### config.mk
export PLATFORM = sky130hd
export DESIGN_NAME = websocket_masked_frame_writer
export DESIGN_NICKNAME = d
export VERILOG_FILES = /design/src/sv/wsmfw_pkg.sv /design/src/sv/wsmfw_hdr_gen.sv /design/src/sv/websocket_masked_frame_writer.sv
export VERILOG_INCLUDE_DIRS = /design/src /design/src/sv
export SDC_FILE = /design/constraint.sdc
export NUM_CORES = 1
export LEC_CHECK = 0
export BUFFER_PORTS_ARGS = -buffer_cell sky130_fd_sc_hd__buf_4
export CAP_MARGIN = 30
export CORE_MARGIN = 2
export CORE_UTILIZATION = 42
export DETAILED_ROUTE_END_ITERATION = 12
export PLACE_DENSITY = 0.69
export SYNTH_ARGS = -nofsm -noshare
export SYNTH_HDL_FRONTEND = slang
export SYNTH_SLANG_ARGS = --single-unit
### constraint.sdc
create_clock -name clk -period 5.12 [get_ports clk]
set_clock_uncertainty 0.05 [all_clocks]
set_input_delay 0.768 -clock clk [delete_from_list [all_inputs] [get_ports clk]]
set_output_delay 0.768 -clock clk [all_outputs]
set_load 0.02 [all_outputs]
### src/sv/websocket_masked_frame_writer_defines.svh
// Assertion helpers for the masked frame writer.
`ifndef WEBSOCKET_MASKED_FRAME_WRITER_DEFINES_SVH
`define WEBSOCKET_MASKED_FRAME_WRITER_DEFINES_SVH

`ifndef SYNTHESIS

// Same-cycle implication.
`define WSMFW_ASSERT_SAME(label, clk, rst_n, ante, cons, msg) \
  label: assert property (@(posedge clk) disable iff (!rst_n) (ante) |-> (cons)) \
    else $error(msg);

// Next-cycle implication.
`define WSMFW_ASSERT_NEXT(label, clk, rst_n, ante, cons, msg) \
  label: assert property (@(posedge clk) disable iff (!rst_n) (ante) |=> (cons)) \
    else $error(msg);

`else

`define WSMFW_ASSERT_SAME(label, clk, rst_n, ante, cons, msg)
`define WSMFW_ASSERT_NEXT(label, clk, rst_n, ante, cons, msg)

`endif

`endif

### src/sv/wsmfw_pkg.sv
package wsmfw_pkg;

  // Input word kinds, carried on in_tuser.
  typedef enum logic [0:0] {
    OP_START = 1'b0,
    OP_DATA  = 1'b1
  } wsmfw_op_t;

  localparam int unsigned LEN_W   = 32;
  localparam int unsigned KEY_W   = 32;
  localparam int unsigned BYTE_W  = 8;
  localparam int unsigned IDX_W   = 4;   // header byte index, up to 14 bytes

  localparam logic [BYTE_W-1:0] HDR_FIN_BINARY = 8'h82;
  localparam logic [BYTE_W-1:0] HDR_MASK_BIT   = 8'h80;
  localparam logic [BYTE_W-1:0] LEN_CODE_16    = 8'd126;
  localparam logic [BYTE_W-1:0] LEN_CODE_64    = 8'd127;
  localparam logic [LEN_W-1:0]  LEN_MAX_16     = 32'd65535;

  localparam logic [IDX_W-1:0]  HDR_LEN_SHORT  = 4'd6;
  localparam logic [IDX_W-1:0]  HDR_LEN_MED    = 4'd8;
  localparam logic [IDX_W-1:0]  HDR_LEN_LONG   = 4'd14;

  // One header byte and whether it closes the header.
  typedef struct packed {
    logic [BYTE_W-1:0] value;
    logic              last;
  } wsmfw_hdr_t;

endpackage

### src/sv/wsmfw_hdr_gen.sv
module wsmfw_hdr_gen
  import wsmfw_pkg::*;
(
  input  logic [LEN_W-1:0] len,
  input  logic [KEY_W-1:0] key,
  input  logic [IDX_W-1:0] idx,
  output wsmfw_hdr_t       hdr
);

  typedef enum logic [1:0] {
    CLS_SHORT,
    CLS_MED,
    CLS_LONG
  } len_cls_t;

  len_cls_t          cls;
  logic [IDX_W-1:0]  hdr_len;
  logic [IDX_W-1:0]  key_base;
  logic [1:0]        key_off;
  logic [BYTE_W-1:0] key_byte;
  logic [BYTE_W-1:0] len_code;

  always_comb begin
    if (len < LEN_W'(LEN_CODE_16)) begin
      cls = CLS_SHORT;
    end else if (len <= LEN_MAX_16) begin
      cls = CLS_MED;
    end else begin
      cls = CLS_LONG;
    end
  end

  always_comb begin
    unique case (cls)
      CLS_SHORT: begin
        hdr_len  = HDR_LEN_SHORT;
        len_code = {1'b0, len[6:0]};
      end
      CLS_MED: begin
        hdr_len  = HDR_LEN_MED;
        len_code = LEN_CODE_16;
      end
      default: begin
        hdr_len  = HDR_LEN_LONG;
        len_code = LEN_CODE_64;
      end
    endcase
    key_base = hdr_len - IDX_W'(4);
    key_off  = idx[1:0] - key_base[1:0];
  end

  // Key bytes go out most significant first.
  always_comb begin
    unique case (key_off)
      2'd0:    key_byte = key[31:24];
      2'd1:    key_byte = key[23:16];
      2'd2:    key_byte = key[15:8];
      default: key_byte = key[7:0];
    endcase
  end

  always_comb begin
    hdr.last = (idx == hdr_len - IDX_W'(1));
    if (idx == '0) begin
      hdr.value = HDR_FIN_BINARY;
    end else if (idx == IDX_W'(1)) begin
      hdr.value = HDR_MASK_BIT | len_code;
    end else if (idx >= key_base) begin
      hdr.value = key_byte;
    end else if (cls == CLS_MED) begin
      hdr.value = (idx == IDX_W'(2)) ? len[15:8] : len[7:0];
    end else begin
      // extended 64-bit length: four zero bytes, then the 32-bit length
      unique case (idx)
        IDX_W'(6): hdr.value = len[31:24];
        IDX_W'(7): hdr.value = len[23:16];
        IDX_W'(8): hdr.value = len[15:8];
        IDX_W'(9): hdr.value = len[7:0];
        default:   hdr.value = '0;
      endcase
    end
  end

endmodule

### src/sv/websocket_masked_frame_writer.sv
// Client-side WebSocket masked binary frame writer.
// Input channel (in_*): in_tuser selects the word kind. A start word carries
// the payload length and the 32-bit masking key and opens a frame; the block
// then sends 0x82, the masked length byte (plus 2 or 8 extended length bytes)
// and the four key bytes: 6, 8 or 14 output words. A data word carries one
// payload byte, sent XORed with key byte (payload index mod 4). A data word
// with no frame open yields one word with error set and zero data.
// Output channel (out_*): one frame byte per word; out_tlast marks the last
// word caused by one input word, out_tuser[0] the byte that completes the
// frame, out_tuser[1] the error word.
// An accepted word is held in the working register, and its output words are
// registered in the output register from there.
// Throughput: data words pass one per cycle while out_tready is high; a start
// word occupies the working register until its last header byte is loaded,
// one header byte per cycle likewise, and in_tready stays low meanwhile.
// Reset (synchronous, rst_n low) closes any frame and empties both registers.
// When out_tready is low and the output register is full, it holds and the working
// register stalls; in_tready then drops until the held word has finished.
module websocket_masked_frame_writer
  import wsmfw_pkg::*;
(
  input  logic        clk,
  input  logic        rst_n,
  input  logic        in_tvalid,
  output logic        in_tready,
  input  logic [71:0] in_tdata,   // [31:0] frame_length, [63:32] mask_key, [71:64] data_byte
  input  logic [0:0]  in_tuser,   // [0] opcode
  output logic        out_tvalid,
  input  logic        out_tready,
  output logic [7:0]  out_tdata,  // [7:0] out_byte
  output logic        out_tlast,  // run_last
  output logic [1:0]  out_tuser   // [0] frame_end, [1] error
);

`include "websocket_masked_frame_writer_defines.svh"

  // working register
  logic              hold_valid_r, hold_valid_nxt;
  wsmfw_op_t         hold_op_r;
  logic [LEN_W-1:0]  hold_len_r;
  logic [KEY_W-1:0]  hold_key_r;
  logic [BYTE_W-1:0] hold_data_r;
  logic [IDX_W-1:0]  idx_r, idx_nxt;

  // frame state
  logic [LEN_W-1:0]  bytes_left_r, bytes_left_nxt;
  logic [KEY_W-1:0]  key_store_r, key_store_nxt;
  logic [1:0]        key_index_r, key_index_nxt;
  logic              frame_open_r, frame_open_nxt;

  // output register
  logic              out_valid_r;
  logic [BYTE_W-1:0] out_byte_r;
  logic              out_last_r;
  logic              out_fend_r;
  logic              out_err_r;

  wsmfw_hdr_t        hdr;
  logic [BYTE_W-1:0] key_byte;
  logic [BYTE_W-1:0] cur_byte;
  logic              cur_last;
  logic              cur_fend;
  logic              cur_err;
  logic              out_load;
  logic              in_accept;

  wsmfw_hdr_gen u_hdr_gen (
    .len (hold_len_r),
    .key (hold_key_r),
    .idx (idx_r),
    .hdr (hdr)
  );

  // Load the output register from the held word whenever it is empty or being drained.
  assign out_load  = hold_valid_r && (!out_valid_r || out_tready);
  assign in_tready = !hold_valid_r || (out_load && cur_last);
  assign in_accept = in_tvalid && in_tready;

  always_comb begin
    unique case (key_index_r)
      2'd0:    key_byte = key_store_r[31:24];
      2'd1:    key_byte = key_store_r[23:16];
      2'd2:    key_byte = key_store_r[15:8];
      default: key_byte = key_store_r[7:0];
    endcase
  end

  // Pick the next wire byte for the held word.
  always_comb begin
    if (hold_op_r == OP_START) begin
      cur_byte = hdr.value;
      cur_last = hdr.last;
      cur_fend = hdr.last && (hold_len_r == '0);
      cur_err  = 1'b0;
    end else if (!frame_open_r) begin
      cur_byte = '0;
      cur_last = 1'b1;
      cur_fend = 1'b0;
      cur_err  = 1'b1;
    end else begin
      cur_byte = hold_data_r ^ key_byte;
      cur_last = 1'b1;
      cur_fend = (bytes_left_r == LEN_W'(1));
      cur_err  = 1'b0;
    end
  end

  // Advance frame state once the held word is done.
  always_comb begin
    bytes_left_nxt = bytes_left_r;
    key_store_nxt  = key_store_r;
    key_index_nxt  = key_index_r;
    frame_open_nxt = frame_open_r;
    if (out_load && cur_last) begin
      if (hold_op_r == OP_START) begin
        bytes_left_nxt = hold_len_r;
        key_store_nxt  = hold_key_r;
        key_index_nxt  = '0;
        frame_open_nxt = (hold_len_r != '0);
      end else if (frame_open_r) begin
        bytes_left_nxt = bytes_left_r - LEN_W'(1);
        key_index_nxt  = key_index_r + 2'd1;
        frame_open_nxt = !cur_fend;
      end
    end
  end

  always_comb begin
    idx_nxt        = idx_r;
    hold_valid_nxt = hold_valid_r;
    if (out_load) begin
      idx_nxt = cur_last ? '0 : idx_r + IDX_W'(1);
      if (cur_last) begin
        hold_valid_nxt = 1'b0;
      end
    end
    if (in_accept) begin
      hold_valid_nxt = 1'b1;
    end
  end

  always_ff @(posedge clk) begin
    if (!rst_n) begin
      hold_valid_r <= 1'b0;
      idx_r        <= '0;
      bytes_left_r <= '0;
      key_store_r  <= '0;
      key_index_r  <= '0;
      frame_open_r <= 1'b0;
      out_valid_r  <= 1'b0;
    end else begin
      hold_valid_r <= hold_valid_nxt;
      idx_r        <= idx_nxt;
      bytes_left_r <= bytes_left_nxt;
      key_store_r  <= key_store_nxt;
      key_index_r  <= key_index_nxt;
      frame_open_r <= frame_open_nxt;
      if (out_load) begin
        out_valid_r <= 1'b1;
      end else if (out_tready) begin
        out_valid_r <= 1'b0;
      end
    end
  end

  // payload registers, no reset
  always_ff @(posedge clk) begin
    if (in_accept) begin
      hold_op_r   <= wsmfw_op_t'(in_tuser[0]);
      hold_len_r  <= in_tdata[31:0];
      hold_key_r  <= in_tdata[63:32];
      hold_data_r <= in_tdata[71:64];
    end
    if (out_load) begin
      out_byte_r <= cur_byte;
      out_last_r <= cur_last;
      out_fend_r <= cur_fend;
      out_err_r  <= cur_err;
    end
  end

  assign out_tvalid = out_valid_r;
  assign out_tdata  = out_byte_r;
  assign out_tlast  = out_last_r;
  assign out_tuser  = {out_err_r, out_fend_r};

  `WSMFW_ASSERT_SAME(a_err_word_shape, clk, rst_n, out_tvalid && out_tuser[1],
    out_tdata == 8'h00 && out_tlast && !out_tuser[0], "error word malformed")
  `WSMFW_ASSERT_SAME(a_fend_is_last, clk, rst_n, out_tvalid && out_tuser[0],
    out_tlast, "frame end without last")
  `WSMFW_ASSERT_SAME(a_idx_in_range, clk, rst_n, hold_valid_r,
    idx_r < HDR_LEN_LONG, "header index out of range")
  `WSMFW_ASSERT_NEXT(a_fend_closes, clk, rst_n, out_load && cur_fend,
    !frame_open_r, "frame still open after frame end")
  `WSMFW_ASSERT_SAME(a_ready_when_busy, clk, rst_n, in_tready && hold_valid_r,
    out_load && cur_last, "accepting while working word unfinished")

endmodule
==> results of run 1 <==
[kinds of logic after synthesis]
group / share of synthesized area, %
multiplexers: 4.78
XOR/XNOR: 0.923
AND/OR/NAND/NOR: 16.4
adder cells (fa/ha/maj): 2.14
AO/OA/AOI/OAI: 19.5
buffers and inverters: 3.81
flip-flops: 52.5
[worst max-delay path by stage]
stage | from | to | slack [ps] | cells past startpoint
floorplan | hold_len_r[13]$_DFFE_PP_ | hold_data_r[0]$_DFFE_PP_ | 180 | 10
global placement | hold_len_r[20]$_DFFE_PP_ | key_store_r[20]$_SDFFE_PN0P_ | 990 | 13
detailed placement | hold_len_r[20]$_DFFE_PP_ | bytes_left_r[28]$_SDFFE_PN0P_ | 980 | 13
CTS | hold_len_r[20]$_DFFE_PP_ | in_tready | 760 | 11
global route | hold_len_r[25]$_DFFE_PP_ | in_tready | 440 | 11
finish | hold_len_r[20]$_DFFE_PP_ | in_tready | 760 | 11
[power breakdown]
part	total [mW]	internal (mW)	leakage (nW)	switching (mW)
sequential	1.45	1.39	1.40	0.0585
clock	1.22	0.687	0.290	0.538
combinational	0.362	0.153	1.59	0.209
total	3.04	2.23	3.28	0.806
[routing by layer]
layer / vias to the layer above / global-route usage, % / routed length [um]
met3: 29 / 5.51 / 1380
met1: 3020 / 30.6 / 9330
met2: 227 / 32.6 / 9400
li1: 3011 / - / -
met4: 0 / 7.57 / 401
met5: - / 0 / 0
[registers in the layout, indices dropped and copies added (netlist names)]
register / flops
hold_op_r: 1
out_fend_r: 1
hold_key_r: 32
idx_r: 4
key_index_r: 2
bytes_left_r: 32
frame_open_r: 1
hold_valid_r: 1
hold_data_r: 8
out_tlast: 1
hold_len_r: 32
out_tdata: 8
key_store_r: 32
out_tvalid: 1
out_err_r: 1
[worst max-delay path, cell delays in order, from the launching register on]
cell	delay [ps]
edfxtp_1	500
nor4_1	300
nand4_1	300
inv_1	170
o21ai_0	90
buf_4	200
ha_1	280
buf_4	220
and4b_1	290
o211ai_1	400
nand2_1	140
buf_4	190
[layout make-up]
type	instances	area (um^2)	share of cell area, %
clock buffer	20	478	5.28
clock inverter	12	103	1.13
inverter	16	60.1	0.664
multi-input combinational	528	3340	36.9
sequential	157	3980	44.0
tap	229	287	3.17
timing repair buffer	101	798	8.82
[stage by stage]
step	cell area (um^2)	hold slack [ps]
finish	9050	407
global route	9050	422
CTS	9020	406
detailed placement	8440	397
global placement	8410	392
floorplan	7590	386
[layout by cell type, fill, tap and decap left out, types with 4 or more instances in the layout]
cell type	count
mux4_2	8
a21o_1	5
nand2b_1	4
a221oi_1	4
nand2_1	105
or3_1	7
or2_2	4
and2_1	4
a222oi_1	8
nand4_1	6
a21oi_1	76
a211oi_1	5
nor2_1	38
o21ai_0	34
inv_1	14
o22ai_1	4
ha_1	13
nor3_1	29
o211ai_1	9
a22oi_1	16
nand3_1	14
mux2i_1	16
dfxtp_1	73
clkinv_4	6
a22o_1	18
clkbuf_16	18
xor2_1	8
a31oi_1	8
nor4_1	16
o221a_2	5
or4_1	9
edfxtp_1	84
buf_4	98
[cells in the mapped netlist, types with 16 or more instances]
cell and number:
a22oi_1 16, edfxtp_1 84, mux2i_1 16, a21oi_1 76, a22o_1 18, clkbuf_1 40, nand2_1 105, nor3_1 29
nor2_1 39, nor4_1 17, o21ai_0 34, dfxtp_1 73
==> impl_metrics.tcl, run 1 <==
set metrics [dict create \
    dp_slack_ps 977 \
    cp-end-kind "output pin" \
    firstDrtPassIters 6 \
    power-per-cell-area_mw_per_mm2 336 \
    r2r-start "hold_len_r[20]$_DFFE_PP_" \
    area_growth_pct 19.1 \
    min_period_ps 4360 \
    final_cell_count_without_fillers 1063 \
    worst_slew_margin_rel_pct 30.2 \
    worstPathMaxFanout 11 \
    synth_cell_types 66 \
    grt_antenna_before_repair 0 \
    chipWidth_um 138 \
    result_of_the_run "complete, no violations" \
    avg_synthesized_cell_area_um2 10.0 \
    setup-violations-final 0 \
    place_inst 1030 \
    final_worst_path_setup_slack_ps 764 \
    postSynthNetCount 848 \
    dr_total_vias 6287 \
    synth.area.top_cells "edfxtp_1 (33%), dfxtp_1 (19%), nand2_1 (5.2%)" \
    grt_first_pass_wirelength_um 32900 \
    totalNegativeSetupSlack_ps 0 \
    timing_worst_slew_pin_value_ps 1040 \
    tritoncts "done" \
    startpoint_class "register" \
    final_estimated_routing_congestion_in_global_placement 0.932 \
    port-buffer-count 89 \
    placeableCoreArea_mm2 0.0178 \
    clkSlewWorstSetupHoldPaths_ps 60 \
    route.detailed.wl_per_inst_um 19.3 \
    grtUsageTotal_pct 21.7 \
    ant_nets 0 \
    hold_path_class "reg -> reg" \
    final_layout_size_suffix_gt1_share_pct 19.7 \
    flops_latches_synth 157 \
    nFillCells 1596 \
    finalNetCount 911 \
    total_leakage_power_nw 3.28 \
    drc 0 \
    synth.yosys.seq_area_share_pct 52.5 \
    rsz0062_at_grt "false" \
    yosys.area.top_type "edfxtp_1" \
    die-height_um 138 \
    grt_start_max_net_pins 74 \
    start_util_pct 42.6 \
    synthesis.yosys.warnings 0 \
    floorplan.rows 49 \
    async_reset_ff_share_pct 0 \
    cts_sinks 157 \
    number_of_instances_in_the_synthesized_netlist 758 \
    synth_edf_count 84 \
    routed_wl_um 20500 \
    vias_per_cell 5.91 \
    first_global_vias 6048 \
    io_pins 90 \
    synth_largest_type_area_fraction_pct 33.2 \
    cts_made_buffers 17 \
    worstPathArrival_ps 3540 \
    min_from "key_store_r[19]$_SDFFE_PN0P_" \
    ctsHtreeMaxLevel 4 \
    maxCapViolCount 0 \
    timing.hold.worst_endpoint "key_store_r[19]$_SDFFE_PN0P_" \
    place.detailed.hpwl_um 14500 \
    power.ir.vdd_worst_mv 0.275 \
    fmax_ghz 0.230 \
    cp_data_required_time_ps 4300 \
    quantity_of_gates_resized_following_cts 0 \
    insertion_delay_ps 430 \
    worst-r2r-cell-count 13 \
    worstSetupPathType "reg -> out" \
    ys.flop_type "edfxtp_1" \
    utilization_pct 50.7 \
    drv_slew 0 \
    min_delay_path_depth 2 \
    report.final.hold_viol_count 0 \
    reg2reg_to "bytes_left_r[28]$_SDFFE_PN0P_" \
    clock_path_buffers 2 \
    drt_iter0_drc 614 \
    cell_chosen_for_the_clock_root "clkbuf_16" \
    p_total_mw 3.04 \
    worst-r2r-setup-slack_ps 970 \
    cts_setup_buffers 0 \
    post-route-period-util_pct 85.1 \
    global_route.overflow_total 0 \
    antennaDiodeCount 0 \
    die_area_mm2 0.0192 \
    count_of_hold_buffers_inserted_by_post_cts_repair 0 \
    netlist_area_mm2 0.00759 \
]
(Power assumes the default switching activity.)
==> inputs of run 2 (changes only) <==
==> constraint.sdc (replaced) <==
create_clock -name clk -period 5.12 [get_ports clk]
set_clock_uncertainty 0.05 [all_clocks]
set_input_delay 1.536 -clock clk [delete_from_list [all_inputs] [get_ports clk]]
set_output_delay 1.536 -clock clk [all_outputs]
set_load 0.02 [all_outputs]
==> run 2 against run 1 <==
Clock power shrank 4%. Critical path depth shrank 2. Largest power group unchanged. Power shrank 1.1%. Cell area shrank 0.25%. Sequential power is essentially flat. Routed wire length grew 4.0%. Combinational power grew 8.0%. Worst setup slack lost 320 ps. Register-to-register slack gained 240 ps. Sequential share of layout area grew 0.11 points.
==> impl_metrics.tcl, run 2 (same netlist as run 1, synthesis figures left out) <==
set metrics [dict create \
    timing_worst_slew_pin_value_ps 964 \
    hold_path_class "reg -> reg" \
    result_of_the_run "complete, no violations" \
    finalNetCount 913 \
    final_layout_size_suffix_gt1_share_pct 19.5 \
    power.ir.vdd_worst_mv 0.235 \
    drv_slew 0 \
    global_route.overflow_total 0 \
    p_total_mw 3.00 \
    final_estimated_routing_congestion_in_global_placement 0.896 \
    area_growth_pct 18.8 \
    insertion_delay_ps 430 \
    cts_sinks 157 \
    grt_antenna_before_repair 0 \
    cell_chosen_for_the_clock_root "clkbuf_16" \
    routed_wl_um 21300 \
    worst_path_largest_cell_delay_ps 420 \
    totalNegativeSetupSlack_ps 0 \
    final_cell_mix "nand2_1 (105), buf_4 (100), edfxtp_1 (84)" \
    min_period_ps 4670 \
    power-per-cell-area_mw_per_mm2 333 \
    count_of_hold_buffers_inserted_by_post_cts_repair 0 \
    die-height_um 138 \
    ant_nets 0 \
    mostFrequentLayoutCell "nand2_1" \
    die_area_mm2 0.0192 \
    worstSetupPathType "reg -> out" \
    worstPathArrival_ps 3090 \
    quantity_of_gates_resized_following_cts 0 \
    fmax_ghz 0.214 \
    placeableCoreArea_mm2 0.0178 \
    start_util_pct 42.6 \
    clkSlewWorstSetupHoldPaths_ps 60 \
    first_global_vias 6006 \
    clock_path_buffers 2 \
    cp-end-kind "output pin" \
    nFillCells 1599 \
    report.final.hold_viol_count 0 \
    cp_data_required_time_ps 3530 \
    chipWidth_um 138 \
    crit_chain "nor4_1, nand4_1, inv_1, o21ai_0, ha_1, and4b_1, o211ai_1, nand2_1, buf_4" \
    worst_slew_margin_rel_pct 35.8 \
    setup-violations-final 0 \
    worstPathMaxFanout 8 \
    route.detailed.wl_per_inst_um 20.0 \
    vias_per_cell 6.08 \
    cts_setup_buffers 0 \
    grt_first_pass_wirelength_um 33000 \
    rsz0062_at_grt "false" \
    post-route-period-util_pct 91.3 \
    grtUsageTotal_pct 22.1 \
    io_pins 90 \
    antennaDiodeCount 0 \
    maxCapViolCount 0 \
    total_leakage_power_nw 3.26 \
    tritoncts "done" \
    drc 0 \
    startpoint_class "register" \
    cts_made_buffers 17 \
    floorplan.rows 49 \
    place.detailed.hpwl_um 14600 \
    crit_slowest_cell "edfxtp_1" \
    dr_total_vias 6475 \
    ctsHtreeMaxLevel 4 \
    drt_iter0_drc 841 \
    port-buffer-count 89 \
    grt_start_max_net_pins 74 \
    firstDrtPassIters 7 \
]
[run 2: cell types whose count changed in the layout (fill, tap and decap cells not counted), moves of 2 or more]
cell        previous run  this run
buf_4                 98       100
clkinv_4               6         3
clkbuf_1               0         3
inv_8                  2         0
clkinvlp_4             0         2
clkbuf_8               2         0
[run 2: through the flow]
step                util (%)  setup slack (ps)  instance area [um^2]  hold WS [ps]  instances
floorplan                  -               182                  7590           386        758
global placement        47.2               951                  8420           393       1030
detailed placement      47.4               925                  8450           396       1032
CTS                     50.4               459                  9000           404       1064
global route            50.6               206                  9030           422       1065
finish                  50.6               447                  9030           406       1065
[run 2: path summary, 6_finish.rpt]
check | cells after the start | end | slack [ps] | startpoint
max | 9 | in_tready | 450 | hold_len_r[30]$_DFFE_PP_
min | 2 | key_store_r[8]$_SDFFE_PN0P_ | 410 | key_store_r[8]$_SDFFE_PN0P_
max reg2reg | 11 | out_tdata[7]$_DFFE_PP_ | 1210 | hold_len_r[30]$_DFFE_PP_
min reg2reg | 2 | key_store_r[8]$_SDFFE_PN0P_ | 410 | key_store_r[8]$_SDFFE_PN0P_
[run 2: power breakdown]
group,internal [mW],switching [mW]
combinational,0.158,0.233
clock,0.653,0.517
sequential,1.39,0.0497
total,2.20,0.800
[run 2: worst max-delay path: cells and delay by family (launching register included)]
family | cells | cell delay (ps)
flip-flops | 1 | 420
adder cells (fa/ha/maj) | 1 | 330
buffers and inverters | 2 | 360
AND/OR/NAND/NOR | 4 | 1060
AO/OA/AOI/OAI | 2 | 510
[run 2: cell type report]
| cell class | count | area (um^2) | area share, % |
|---|---|---|---|
| inverters | 16 | 60.1 | 0.665 |
| multi-input cells | 528 | 3340 | 37.0 |
| well taps | 229 | 287 | 3.17 |
| flip-flops and latches | 157 | 3980 | 44.1 |
| repair buffers | 103 | 811 | 8.98 |
| clock inverters | 11 | 83.8 | 0.929 |
| clock buffers | 21 | 462 | 5.12 |
[run 2: metal layers]
metal	routed length (um)	GRT usage, %
met1	9350	31.3
met2	9630	33.4
met3	1720	4.02
met4	623	9.67
met5	0	0
